### config.mk
export PLATFORM = sky130hd
export DESIGN_NAME = crsf_frame_receiver_unit
export DESIGN_NICKNAME = d
export VERILOG_FILES = /design/src/crsf_pkg.sv /design/src/crsf_buf.sv /design/src/crsf_frame_receiver_unit.sv
export SDC_FILE = /design/constraint.sdc
export NUM_CORES = 1
export LEC_CHECK = 0
export ABC_AREA = 1
export BUFFER_PORTS_ARGS = -buffer_cell sky130_fd_sc_hd__buf_2
export CAP_MARGIN = 25
export CORE_ASPECT_RATIO = 1.75
export CORE_MARGIN = 8
export CORE_UTILIZATION = 55
export DETAILED_ROUTE_END_ITERATION = 7
export PLACE_DENSITY = 0.75
export SLEW_MARGIN = 0
export SYNTH_ARGS = -nofsm -noshare
export SYNTH_HDL_FRONTEND = slang
export SYNTH_SLANG_ARGS = --single-unit
### constraint.sdc
create_clock -name clk -period 5.5 [get_ports clk]
set_input_delay 0.275 -clock clk [delete_from_list [all_inputs] [get_ports clk]]
set_output_delay 0.275 -clock clk [all_outputs]
set_load 0.005 [all_outputs]
### src/crsf_pkg.sv
// Shared constants, result kind codes and the CRC-8 step for the CRSF receiver.
// No dependencies.
`timescale 1ns / 1ps
package crsf_pkg;
  localparam int BufBytesDef    = 67;
  localparam int NumChannelsDef = 16;
  localparam int ResCap         = 64;
  localparam int MinFrameLen    = 3;
  localparam logic [7:0] CrcPoly = 8'hD5;

  localparam logic [2:0] REG_DEST_ADDRESS  = 3'd0;
  localparam logic [2:0] REG_CHANNELS_TYPE = 3'd1;
  localparam logic [2:0] REG_LINK_STATS    = 3'd2;
  localparam logic [2:0] REG_MAX_FRAME_LEN = 3'd3;
  localparam logic [2:0] REG_TIMEOUT_MS    = 3'd4;

  typedef enum logic [1:0] {
    KIND_CHANNEL = 2'd0,
    KIND_STATS   = 2'd1,
    KIND_LOST    = 2'd2
  } kind_t;

  function automatic logic [7:0] crc8_byte(input logic [7:0] crc_in);
    logic [7:0] c;
    c = crc_in;
    for (int b = 0; b < 8; b++) begin
      c = c[7] ? ((c << 1) ^ CrcPoly) : (c << 1);
    end
    return c;
  endfunction
endpackage

### src/crsf_buf.sv
// Frame byte store: one write port and one registered read port.
// Depends on crsf_pkg for the default depth.
`timescale 1ns / 1ps
module crsf_buf
  import crsf_pkg::*;
#(
  parameter int BUF_BYTES = BufBytesDef,
  localparam int AW = $clog2(BUF_BYTES)
) (
  input  logic          clk,
  input  logic          wr_en,
  input  logic [AW-1:0] wr_addr,
  input  logic [7:0]    wr_data,
  input  logic [AW-1:0] rd_addr,
  output logic [7:0]    rd_data
);
  logic [7:0] mem [BUF_BYTES];

  always_ff @(posedge clk) begin
    if (wr_en) begin
      mem[wr_addr] <= wr_data;
    end
    rd_data <= mem[rd_addr];
  end
endmodule

### src/crsf_frame_receiver_unit.sv
// Top level of the CRSF frame receiver: sequencer, CRC unit and decoder.
// Depends on crsf_pkg and crsf_buf.
//
//   port group | direction | carries
//   in_*       | input     | one word: received byte or millisecond tick
//   out_*      | output    | one word: channel value, statistics byte or link loss
//   cfg_*      | input     | one register write: index and data
//
// A tick is handled in the idle state and may add a result handshake. After a byte the
// buffer is rescanned: each CRC pass feeds every covered byte from the shared read port
// of the buffer through the CRC unit, each length check reads the length byte, each channel
// reads three bytes and each statistics byte reads one.
// Reset is synchronous and empties the buffer at once. A stalled output holds the
// sequencer; in_ready and cfg_ready are low until it is idle.
`timescale 1ns / 1ps
module crsf_frame_receiver_unit
  import crsf_pkg::*;
#(
  parameter int BUF_BYTES    = BufBytesDef,
  parameter int NUM_CHANNELS = NumChannelsDef
) (
  input  logic        clk,
  input  logic        rst_n,
  input  logic        in_valid,
  output logic        in_ready,
  input  logic        in_req_type,
  input  logic [7:0]  in_rx_byte,
  output logic        out_valid,
  input  logic        out_ready,
  output logic [1:0]  out_kind,
  output logic [3:0]  out_item_index,
  output logic [10:0] out_item_value,
  output logic        out_last,
  output logic        out_link_up,
  input  logic        cfg_valid,
  output logic        cfg_ready,
  input  logic [2:0]  cfg_index,
  input  logic [10:0] cfg_data
);
  localparam int AW = $clog2(BUF_BYTES);
  localparam int CW = $clog2(BUF_BYTES + 1);
  localparam int SW = AW + 2;
  localparam logic [SW-1:0] BufS = SW'(BUF_BYTES);
  localparam logic [6:0] MaxCap = 7'(BUF_BYTES - 2);
  localparam logic [CW-1:0] BufFull = CW'(BUF_BYTES);
  localparam logic [3:0] LastChan = 4'(NUM_CHANNELS - 1);

  typedef enum logic [3:0] {
    S_IDLE, S_SCAN, S_LEN, S_CRC_RD, S_CRC_ACC, S_CHK_RD, S_CHK, S_ADR_RD, S_ADR,
    S_CH_RD, S_CH_GET, S_CH_EMIT, S_ST_RD, S_ST_GET, S_OUT, S_DROP
  } state_t;

  state_t        state_r, ret_r;
  logic [7:0]    dest_r, chan_type_r, stat_type_r;
  logic [6:0]    max_len_r;
  logic [10:0]   timeout_r, ms_r;
  logic          conn_r;
  logic [AW-1:0] head_r;
  logic [CW-1:0] fill_r;
  logic [7:0]    len_r, crc_r, type_r;
  logic [7:0]    idx_r;
  logic [7:0]    pos_r;
  logic [3:0]    chan_r;
  logic [1:0]    part_r;
  logic [23:0]   sh_r;
  logic [6:0]    res_cnt_r;
  logic          out_valid_r, out_last_r, out_link_r;
  kind_t         out_kind_r;
  logic [3:0]    out_index_r;
  logic [10:0]   out_value_r;

  logic [7:0]    mem_q;
  logic [SW-1:0] rd_off, rd_sum, wr_sum;
  logic [AW-1:0] rd_addr, wr_addr;
  logic          wr_en;
  logic [6:0]    maxl;
  logic [7:0]    plen, bi, stat_n;
  logic          bi_ok, cap_hit;
  logic [10:0]   ms_inc;
  logic [23:0]   sh_val;

  assign maxl    = (max_len_r > MaxCap) ? MaxCap : max_len_r;
  assign plen    = len_r - 8'd2;
  assign stat_n  = (plen > 8'd16) ? 8'd16 : plen;
  assign bi      = {3'd0, pos_r[7:3]} + {6'd0, part_r};
  assign bi_ok   = bi < plen;
  assign cap_hit = res_cnt_r >= 7'(ResCap);
  assign ms_inc  = (ms_r == 11'h7FF) ? ms_r : ms_r + 11'd1;
  assign sh_val  = sh_r >> pos_r[2:0];

  always_comb begin
    unique case (state_r)
      S_SCAN:   rd_off = SW'(1);
      S_CRC_RD: rd_off = SW'(idx_r) + SW'(2);
      S_CHK_RD: rd_off = SW'(len_r) + SW'(1);
      S_CH_RD:  rd_off = bi_ok ? SW'(bi) + SW'(3) : '0;
      S_ST_RD:  rd_off = SW'(idx_r) + SW'(3);
      default:  rd_off = '0;
    endcase
    rd_sum  = SW'(head_r) + rd_off;
    rd_addr = AW'((rd_sum >= BufS) ? rd_sum - BufS : rd_sum);
    wr_sum  = SW'(head_r) + SW'(fill_r);
    if (fill_r == BufFull) begin
      wr_addr = head_r;
    end else begin
      wr_addr = AW'((wr_sum >= BufS) ? wr_sum - BufS : wr_sum);
    end
    wr_en = (state_r == S_IDLE) && in_valid && !in_req_type;
  end

  crsf_buf #(.BUF_BYTES(BUF_BYTES)) u_buf (
    .clk     (clk),
    .wr_en   (wr_en),
    .wr_addr (wr_addr),
    .wr_data (in_rx_byte),
    .rd_addr (rd_addr),
    .rd_data (mem_q)
  );

  function automatic logic [AW-1:0] adv(input logic [AW-1:0] h, input logic [SW-1:0] n);
    logic [SW-1:0] s;
    s = SW'(h) + n;
    return AW'((s >= BufS) ? s - BufS : s);
  endfunction

  always_ff @(posedge clk) begin
    if (!rst_n) begin
      state_r     <= S_IDLE;
      ret_r       <= S_IDLE;
      dest_r      <= 8'd200;
      chan_type_r <= 8'd22;
      stat_type_r <= 8'd20;
      max_len_r   <= 7'd64;
      timeout_r   <= 11'd1000;
      ms_r        <= '0;
      conn_r      <= 1'b0;
      head_r      <= '0;
      fill_r      <= '0;
      res_cnt_r   <= '0;
      out_valid_r <= 1'b0;
    end else begin
      if (cfg_valid && cfg_ready) begin
        unique case (cfg_index)
          REG_DEST_ADDRESS:  dest_r      <= cfg_data[7:0];
          REG_CHANNELS_TYPE: chan_type_r <= cfg_data[7:0];
          REG_LINK_STATS:    stat_type_r <= cfg_data[7:0];
          REG_MAX_FRAME_LEN: max_len_r   <= cfg_data[6:0];
          REG_TIMEOUT_MS:    timeout_r   <= cfg_data;
          default: ;
        endcase
      end
      unique case (state_r)
        S_IDLE: begin
          if (in_valid) begin
            res_cnt_r <= '0;
            if (in_req_type) begin
              ms_r <= ms_inc;
              if (ms_inc > timeout_r && conn_r) begin
                conn_r      <= 1'b0;
                out_valid_r <= 1'b1;
                out_kind_r  <= KIND_LOST;
                out_index_r <= '0;
                out_value_r <= '0;
                out_last_r  <= 1'b1;
                out_link_r  <= 1'b0;
                ret_r       <= S_IDLE;
                state_r     <= S_OUT;
              end
            end else begin
              if (fill_r == BufFull) begin
                head_r <= adv(head_r, SW'(1));
              end else begin
                fill_r <= fill_r + CW'(1);
              end
              state_r <= S_SCAN;
            end
          end
        end
        S_SCAN: state_r <= (fill_r >= CW'(2)) ? S_LEN : S_IDLE;
        S_LEN: begin
          len_r <= mem_q;
          if (mem_q < 8'(MinFrameLen) || mem_q > {1'b0, maxl}) begin
            head_r  <= adv(head_r, SW'(1));
            fill_r  <= fill_r - CW'(1);
            state_r <= S_SCAN;
          end else if ({1'b0, fill_r} < 9'(CW'(0)) + {1'b0, mem_q} + 9'd2) begin
            state_r <= S_IDLE;
          end else begin
            crc_r   <= '0;
            idx_r   <= '0;
            state_r <= S_CRC_RD;
          end
        end
        S_CRC_RD: state_r <= S_CRC_ACC;
        S_CRC_ACC: begin
          crc_r <= crc8_byte(crc_r ^ mem_q);
          if (idx_r == 8'd0) begin
            type_r <= mem_q;
          end
          if (idx_r == len_r - 8'd2) begin
            state_r <= S_CHK_RD;
          end else begin
            idx_r   <= idx_r + 8'd1;
            state_r <= S_CRC_RD;
          end
        end
        S_CHK_RD: state_r <= S_CHK;
        S_CHK: begin
          if (mem_q == crc_r) begin
            state_r <= S_ADR_RD;
          end else begin
            head_r  <= adv(head_r, SW'(1));
            fill_r  <= fill_r - CW'(1);
            state_r <= S_SCAN;
          end
        end
        S_ADR_RD: state_r <= S_ADR;
        S_ADR: begin
          priority if (mem_q != dest_r) begin
            state_r <= S_DROP;
          end else if (type_r == chan_type_r) begin
            ms_r    <= '0;
            conn_r  <= 1'b1;
            chan_r  <= '0;
            pos_r   <= '0;
            part_r  <= '0;
            state_r <= S_CH_RD;
          end else if (type_r == stat_type_r) begin
            idx_r   <= '0;
            state_r <= S_ST_RD;
          end else begin
            state_r <= S_DROP;
          end
        end
        S_CH_RD: state_r <= S_CH_GET;
        S_CH_GET: begin
          sh_r <= {(bi_ok ? mem_q : 8'd0), sh_r[23:8]};
          if (part_r == 2'd2) begin
            state_r <= S_CH_EMIT;
          end else begin
            part_r  <= part_r + 2'd1;
            state_r <= S_CH_RD;
          end
        end
        S_CH_EMIT: begin
          pos_r  <= pos_r + 8'd11;
          chan_r <= chan_r + 4'd1;
          part_r <= '0;
          if (!cap_hit) begin
            res_cnt_r   <= res_cnt_r + 7'd1;
            out_valid_r <= 1'b1;
            out_kind_r  <= KIND_CHANNEL;
            out_index_r <= chan_r;
            out_value_r <= sh_val[10:0];
            out_last_r  <= chan_r == LastChan;
            out_link_r  <= conn_r;
            state_r     <= S_OUT;
          end else begin
            state_r <= (chan_r == LastChan) ? S_DROP : S_CH_RD;
          end
          ret_r <= (chan_r == LastChan) ? S_DROP : S_CH_RD;
        end
        S_ST_RD: state_r <= S_ST_GET;
        S_ST_GET: begin
          idx_r <= idx_r + 8'd1;
          ret_r <= (idx_r == stat_n - 8'd1) ? S_DROP : S_ST_RD;
          if (!cap_hit) begin
            res_cnt_r   <= res_cnt_r + 7'd1;
            out_valid_r <= 1'b1;
            out_kind_r  <= KIND_STATS;
            out_index_r <= idx_r[3:0];
            out_value_r <= {3'd0, mem_q};
            out_last_r  <= idx_r == stat_n - 8'd1;
            out_link_r  <= conn_r;
            state_r     <= S_OUT;
          end else begin
            state_r <= (idx_r == stat_n - 8'd1) ? S_DROP : S_ST_RD;
          end
        end
        S_OUT: begin
          if (out_ready) begin
            out_valid_r <= 1'b0;
            state_r     <= ret_r;
          end
        end
        S_DROP: begin
          head_r  <= adv(head_r, SW'(len_r) + SW'(2));
          fill_r  <= fill_r - CW'(len_r) - CW'(2);
          state_r <= S_SCAN;
        end
        default: state_r <= S_IDLE;
      endcase
    end
  end

  assign in_ready       = state_r == S_IDLE;
  assign cfg_ready      = state_r == S_IDLE;
  assign out_valid      = out_valid_r;
  assign out_kind       = out_kind_r;
  assign out_item_index = out_index_r;
  assign out_item_value = out_value_r;
  assign out_last       = out_last_r;
  assign out_link_up    = out_link_r;
endmodule

# [Yosys cells after proc, flatten, opt, wreduce, memory -nomap -nowiden]
# Memory sizes are Yosys's and may differ from the RTL's. A register that Yosys moved wholly into a read port is not among the register bits.
# Index checks and enable logic that the tools add are counted.
# Widths: inputs -> output; s select.
[totals] reg_bits=173 latch_bits=0 ram_bits=536 mem_bits_ro=0 out_inout_bits=22 word_cells=281 n_memories=1
[classes] n_addsub=27 multipliers=0 div_mod_pow=0 order_cmp=13 eq_ne=50 shifts=1 muxes=112 bitwise=9 reduce_logical=41
[memory_table] name="u_buf.mem" words=67 word_bits=8 rd=1 rd_clocked_by_memory_dff=1 wr=1 line="crsf_buf.sv:17" rtl="logic [7:0] mem [BUF_BYTES];"
[op_table] op="$mux 8" count=17
[op_table] op="$mux 7" count=19
[op_table] op="$mux 11" count=10
[op_table] op="$pmux 4 s16" count=1
[op_table] op="$pmux 7 s4" count=2
[op_table] op="$pmux 9 s5" count=1
[op_table] op="$mux 4" count=11
[op_table] op="$eq 8x8->1" count=5
[op_table] op="$not 5->5" count=8
[op_table] op="$add 8x2->9 const B" count=4
[op_table] op="$eq 4x4->1 const B" count=9
[op_table] op="$ne 2x2->1 const B" count=18
[op_table] op="$pmux 11 s3" count=1
[op_table] op="$pmux 8 s2" count=2
[op_table] op="$pmux 8 s4" count=1
[op_table] op="$mux 2" count=15
[op_table] op="$reduce_and 6->1" count=5
[op_table] op="$sub 7x7->7 const B" count=4
[op_table] op="$pmux 4 s3" count=2
[op_table] op="$shr 24x3->11" count=1
[op_table] op="$pmux 11 s2" count=1
[op_table] op="$add 7x9->9" count=2
[op_table] op="$ge 9x7->1 const B" count=2
[op_table] op="$mux 3" count=6
[op_table] op="61 further kinds" count=106

# [Depth between registers and ports, before layout]
[depth] word_depth=18 mapped_depth=41 mapped_depth_nobuf=40

# [Hierarchy]
# A second synthesis with hierarchy kept.
[unflattened] hier_cells=3645 area_unflattened_um2=34842.2
[modules_own_cells] mod="crsf_buf" n_inst=1 cells_each=1903 area_per_inst_um2=22072.4
[modules_own_cells] mod="crsf_frame_receiver_unit" n_inst=1 cells_each=1742 area_per_inst_um2=12769.7

# [Worst setup path before layout]
# No wires, ideal clock.
[synth_timing] path_type="flip-flop to flip-flop" startpoint="reg pos_r[3]" endpoint="reg u_buf.rd_data[5], read port of u_buf.mem" setup_ns=0.117 arrival_ns=5.385 required_time_ns=5.383 setup_slack_ns=-0.002 stages_incl_launch_ff=31 n_path_buf=3 period_less_slack_ns=5.502 path_cell_list="edfxtp_1 > ha_1 > inv_1 > fa_1 > or2_2 > xor2_1 > inv_1 > ha_1 > a21o_1 > a21oi_1 > nor3_1 > nor3_1 > nand2_1 > o2111ai_1 > ha_1 > fa_1 > nand3_1 > nand2_1 > nand2_1 > nand2_1 > nor2_4 > nand4_1 > nand2_2 > nand3_4 > o21ai_2 > buf_6 > buf_4 > clkbuf_1 > nand3_1 > o211ai_1 > nand2_1"
[synth_via] elab_chain_len=7 elab_cells_between_ends=9 cone_classes="add/sub: 4; order compare: 2; mux: 3"
[synth_lines] element="start, declared" line="crsf_frame_receiver_unit.sv:62" rtl="logic [7:0] pos_r;"
[synth_lines] element="start signal, assigned" line="crsf_frame_receiver_unit.sv:246" rtl="pos_r <= pos_r + 8'd11;"
[synth_lines] element="$add 5x2->6 (*)" line="crsf_frame_receiver_unit.sv:85" rtl="assign bi = {3'd0, pos_r[7:3]} + {6'd0, part_r};"
[synth_lines] element="$lt 6x8->1 or $add 6x2->7 (tied branches)" line="crsf_frame_receiver_unit.sv:86, crsf_frame_receiver_unit.sv:96"
[synth_lines] element="$mux 7 (*)" line="crsf_frame_receiver_unit.sv:96" rtl="S_CH_RD: rd_off = bi_ok ? SW'(bi) + SW'(3) : '0;"
[synth_lines] element="$pmux 9 s5 (*)" line="crsf_frame_receiver_unit.sv:92" rtl="unique case (state_r)"
[synth_lines] element="$add 7x9->9 (*)" line="crsf_frame_receiver_unit.sv:100" rtl="rd_sum = SW'(head_r) + rd_off;"
[synth_lines] element="$ge 9x7->1 or $sub 7x7->7 (tied branches)" line="crsf_frame_receiver_unit.sv:101" rtl="rd_addr = AW'((rd_sum >= BufS) ? rd_sum - BufS : rd_sum);"
[synth_lines] element="$mux 7 (*)" line="crsf_frame_receiver_unit.sv:101"
[synth_lines] element="end, declared" line="crsf_buf.sv:15" rtl="output logic [7:0] rd_data"
# Every way passes the cells marked *; elsewhere a longest branch is shown, timed or not.
# A chain may end at the register's enable or synchronous reset.

# [Worst setup path after layout]
[layout_timing] startpoint="reg pos_r[3]" endpoint="reg u_buf.rd_data[3], read port of u_buf.mem"
# The elaborated chain is that of the path after synthesis.

==> Flow_metrics.wiki <==
{| class="wikitable"
! Metric !! Value
|-
| Status || finished with violations
|-
| Violations in the final reports || setup timing
|-
| Post-route antenna net violation count || 0
|-
| Max stage delay cell, worst path || sky130_fd_sc_hd__fa_2
|-
| Stage delay of the slowest cell on the critical path || 560 ps
|-
| Final Max Slew Viols || 0
|-
| Final worst path period share || 104%
|-
| Primary FF master, synth || sky130_fd_sc_hd__edfxtp_1
|-
| Number of sinks handled by clock tree synthesis || a little over 700
|-
| Most common library cell in the layout ignoring fill and taps || sky130_fd_sc_hd__nand2_1
|-
| Number of standard cells in the layout, taps in and fillers out || between 5000 and 6000
|-
| Commonest non-fill, non-tap cells in the layout || sky130_fd_sc_hd__nand2_1 (810), sky130_fd_sc_hd__inv_1 (665), sky130_fd_sc_hd__edfxtp_1 (625)
|-
| Gate Count Post-Synth || 3931
|-
| Clock Pin Slew Worst Setup and Hold Paths || around 70 ps
|-
| Setup Viol. Count Final || 8
|-
| Filler cell count in the final layout || 4756
|-
| Mean area per synthesized cell || about 9.2 um2
|-
| Ratio of total power to cell area || 685 nW/um2
|-
| Width of the die || 210 um
|-
| Setup repair after global routing missed its margin || true
|-
| CTS H-Tree Depth || 3
|-
| Share of the core filled with cells in the final layout || between 60% and 70%
|-
| Global-route wire length before repair || 162000 um
|-
| Number of buffers created by CTS || 66
|-
| Top achievable clock speed || 175 MHz
|-
| Fin Hold WS || roughly 57 ps
|-
| Sequential-to-total area share from yosys stat || 56.9%
|-
| Number of warning messages in the yosys log || 0
|-
| Floorplan core area || ~65000 um2
|-
| DR iter-0 viols || between 2000 and 3000
|-
| Antenna violations before repair || 0
|-
| Fraction of layout instances using a drive strength above 1 || between 10% and 20%
|-
| Number of hold violations in the final report || 0
|-
| Transition time at the pin with the least slew margin || 1120 ps
|-
| GP Congestion || ~0.96
|-
| Number of iterations in the first detailed-routing pass || 6
|-
| Vias in the first global route || roughly 29000
|-
| Ys async rst share || 0%
|-
| Tot GR Track Use || 28.3%
|-
| Row cnt || 124
|-
| Total power after layout || a little under 30000 uW
|-
| Port buffer count || 49
|-
| Post-detailed-placement half-perimeter wirelength || 69100 um
|-
| Post-synthesis instance area || ~36000 um2
|-
| Buffer type at the clock tree root || sky130_fd_sc_hd__clkbuf_16
|-
| Number of synthesized register bits || 717
|-
| Maximum number of buffers from clock root to sink || 3
|-
| Largest net degree at the start of global routing || 68
|-
| Max Cap Viol || 0
|-
| Type of the worst setup path || flip-flop to flip-flop
|-
| Via count || between 20000 and 30000
|-
| Post-route DRC || 0
|-
| Area of all sequential standard cells || 20600 um2
|-
| Die area || roughly 75000 um2
|-
| Via density per instance || 5.77
|-
| Starting density of the core || 55.5%
|-
| Clock tree from TritonCTS || built
|-
| Vertical die dimension || approximately 360 um
|-
| Routed wirelength normalized by instance count || around 22 um
|-
| Class of the tightest hold or removal check || primary input to flip-flop
|-
| Top fanout value on the critical path || 6
|-
| I/O pin total || 50
|-
| Endpoint arrival time on the critical path || about 6300 ps
|-
| Setup Skew || approximately 39 ps
|-
| Min Clock Period, post-route || 5720 ps
|-
| CP dominant cell by count || sky130_fd_sc_hd__nand2_1
|-
| Worst-case reg-to-reg path depth || 39
|-
| Total nets after synthesis || 4064
|-
| Remaining global-route overflow || 0
|-
| Final Net Count || 4325
|-
| Type of destination of the critical path || flip-flop
|-
| Max_slew headroom || 24.8%
|-
| Required time of the worst setup path || 6080 ps
|-
| Number of instances on the worst hold path || 3
|-
| Slack of the critical path || -215 ps
|-
| Unique masters post-synth || 62
|-
| Worst IR Drop VDD || roughly 540 uV
|-
| Number of flops mapped to enable cells by yosys || 625
|-
| Synthesis-to-finish area growth || 19.9%
|-
| Area of the multi-input gates || 13500 um2
|-
| DRT Wirelength || ~110000 um
|-
| Worst setup SP type || flip-flop
|-
| Total placed cells including tap cells || 4923
|-
| Clock insertion delay at the later pin of the skew report || 640 ps
|-
| Leakage power || 0.0187 uW
|}
==> worst max-delay path: cells and delay by family (launching register included) <==
family	cells	cell delay [ps]
DFF	1	380
adders and majority gates	4	1420
buffers and inverters	7	810
AOI/OAI and AO/OA	5	530
and+or+nand+nor	23	2520
==> registers in the layout (all words and copies together), names as in the netlist, 8 cells and up <==
| signal | count |
|---|---|
| type_r | 8 |
| crc_r | 8 |
| ms_r | 11 |
| pos_r | 8 |
| len_r | 8 |
| sh_r | 24 |
| out_item_value | 11 |
| dest_r | 8 |
| u_buf.mem | 536 |
| u_buf.rd_data | 8 |
| idx_r | 8 |
| stat_type_r | 8 |
| timeout_r | 11 |
| chan_type_r | 8 |
==> kinds of logic after synthesis <==
kind of cell               Yosys count  synth area share [%]
muxes                                4                 0.110
AOI/OAI and AO/OA                  346                  5.51
adders and majority gates          105                  3.75
and+or+nand+nor                   1824                  22.2
buffers and inverters              834                  9.16
xor gates and xnor gates           101                  2.46
DFF                                717                  56.9
==> final timing paths <==
kind                            slack (ps)          from                to
worst min-delay path                    60  cfg_index[1]    chan_type_r[3]
worst max-delay path                  -220      pos_r[3]  u_buf.rd_data[3]
worst min register to register         420      sh_r[23]          sh_r[15]
worst max register to register        -220      pos_r[3]  u_buf.rd_data[3]
==> stage by stage <==
| step | TNS [ps] | worst slack, ps | instance area [um2] |
|---|---|---|---|
| after floorplan | 0 | 254 | 36300 |
| after global placement | -1260 | -271 | 38800 |
| after detailed placement | -2100 | -364 | 38900 |
| after CTS | -170 | -52.7 | 42500 |
| after global routing | -2930 | -517 | 43500 |
| final | -756 | -215 | 43500 |
==> power breakdown <==
part | total [uW] | switching (uW) | internal (uW)
Clock | 4730 | 2070 | 2670
Sequential | 6590 | 315 | 6270
Combinational | 18400 | 11300 | 7090
==> metal layers <==
layer  vias to the layer above  part of all wire (%)  track usage, %
met5                         -                     0               0
met4                         0                    11            26.9
met3                       579                   7.5            4.30
met2                      1643                    50            50.3
met1                     13800                    31            27.6
li1                      13500                     -               -
==> synth_stat cells, types with 4 or more instances <==
master	n	share of area, %
sky130_fd_sc_hd__nand2_1	838	8.7
sky130_fd_sc_hd__inv_1	669	6.9
sky130_fd_sc_hd__edfxtp_1	625	52
sky130_fd_sc_hd__nand3_1	587	8.1
sky130_fd_sc_hd__nor2_1	248	2.6
sky130_fd_sc_hd__a21oi_1	132	1.8
sky130_fd_sc_hd__o21ai_0	118	1.6
sky130_fd_sc_hd__ha_1	99	3.4
sky130_fd_sc_hd__dfxtp_1	92	5.1
sky130_fd_sc_hd__buf_2	74	1.0
sky130_fd_sc_hd__xor2_1	64	1.5
sky130_fd_sc_hd__clkbuf_1	47	0.49
sky130_fd_sc_hd__nand3b_1	44	0.91
sky130_fd_sc_hd__xnor2_1	36	0.87
sky130_fd_sc_hd__nor3_1	35	0.48
sky130_fd_sc_hd__o211ai_1	30	0.62
sky130_fd_sc_hd__nand4_1	25	0.43
sky130_fd_sc_hd__buf_4	24	0.50
sky130_fd_sc_hd__a31oi_1	13	0.22
sky130_fd_sc_hd__inv_2	13	0.13
sky130_fd_sc_hd__or2_2	12	0.21
sky130_fd_sc_hd__a211oi_1	8	0.17
sky130_fd_sc_hd__nand2_2	7	0.12
sky130_fd_sc_hd__nor4_1	7	0.12
sky130_fd_sc_hd__fa_1	6	0.33
sky130_fd_sc_hd__o2111ai_1	6	0.14
sky130_fd_sc_hd__o21a_1	6	0.12
sky130_fd_sc_hd__clkinv_1	5	0.052
sky130_fd_sc_hd__nor2_2	5	0.086
sky130_fd_sc_hd__a2111oi_0	4	0.097
sky130_fd_sc_hd__mux2i_1	4	0.11
sky130_fd_sc_hd__nor3b_1	4	0.083
sky130_fd_sc_hd__o21bai_1	4	0.083
==> what timing repair did <==
action	CTS	global route
gates resized for setup	132	157
gates cloned	14	8
pin swaps	32	55
hold buffers	13	0
endpoints found under the setup margin	8	8
hold endpoints to repair	36	0
buffers inserted	33	19
==> layout make-up <==
cell class                      instances  share of cell area [%]
Multi-Input combinational cell       2382                    31.0
Clock buffer                           80                    4.04
Tap cell                              882                    2.54
Timing Repair Buffer                  338                    8.13
Inverter                              687                    5.95
Clock inverter                         37                   0.950
Sequential cell                       717                    47.4
Antenna cell                            1                 0.00576
No activity file was read; power rests on OpenSTA's default activity.
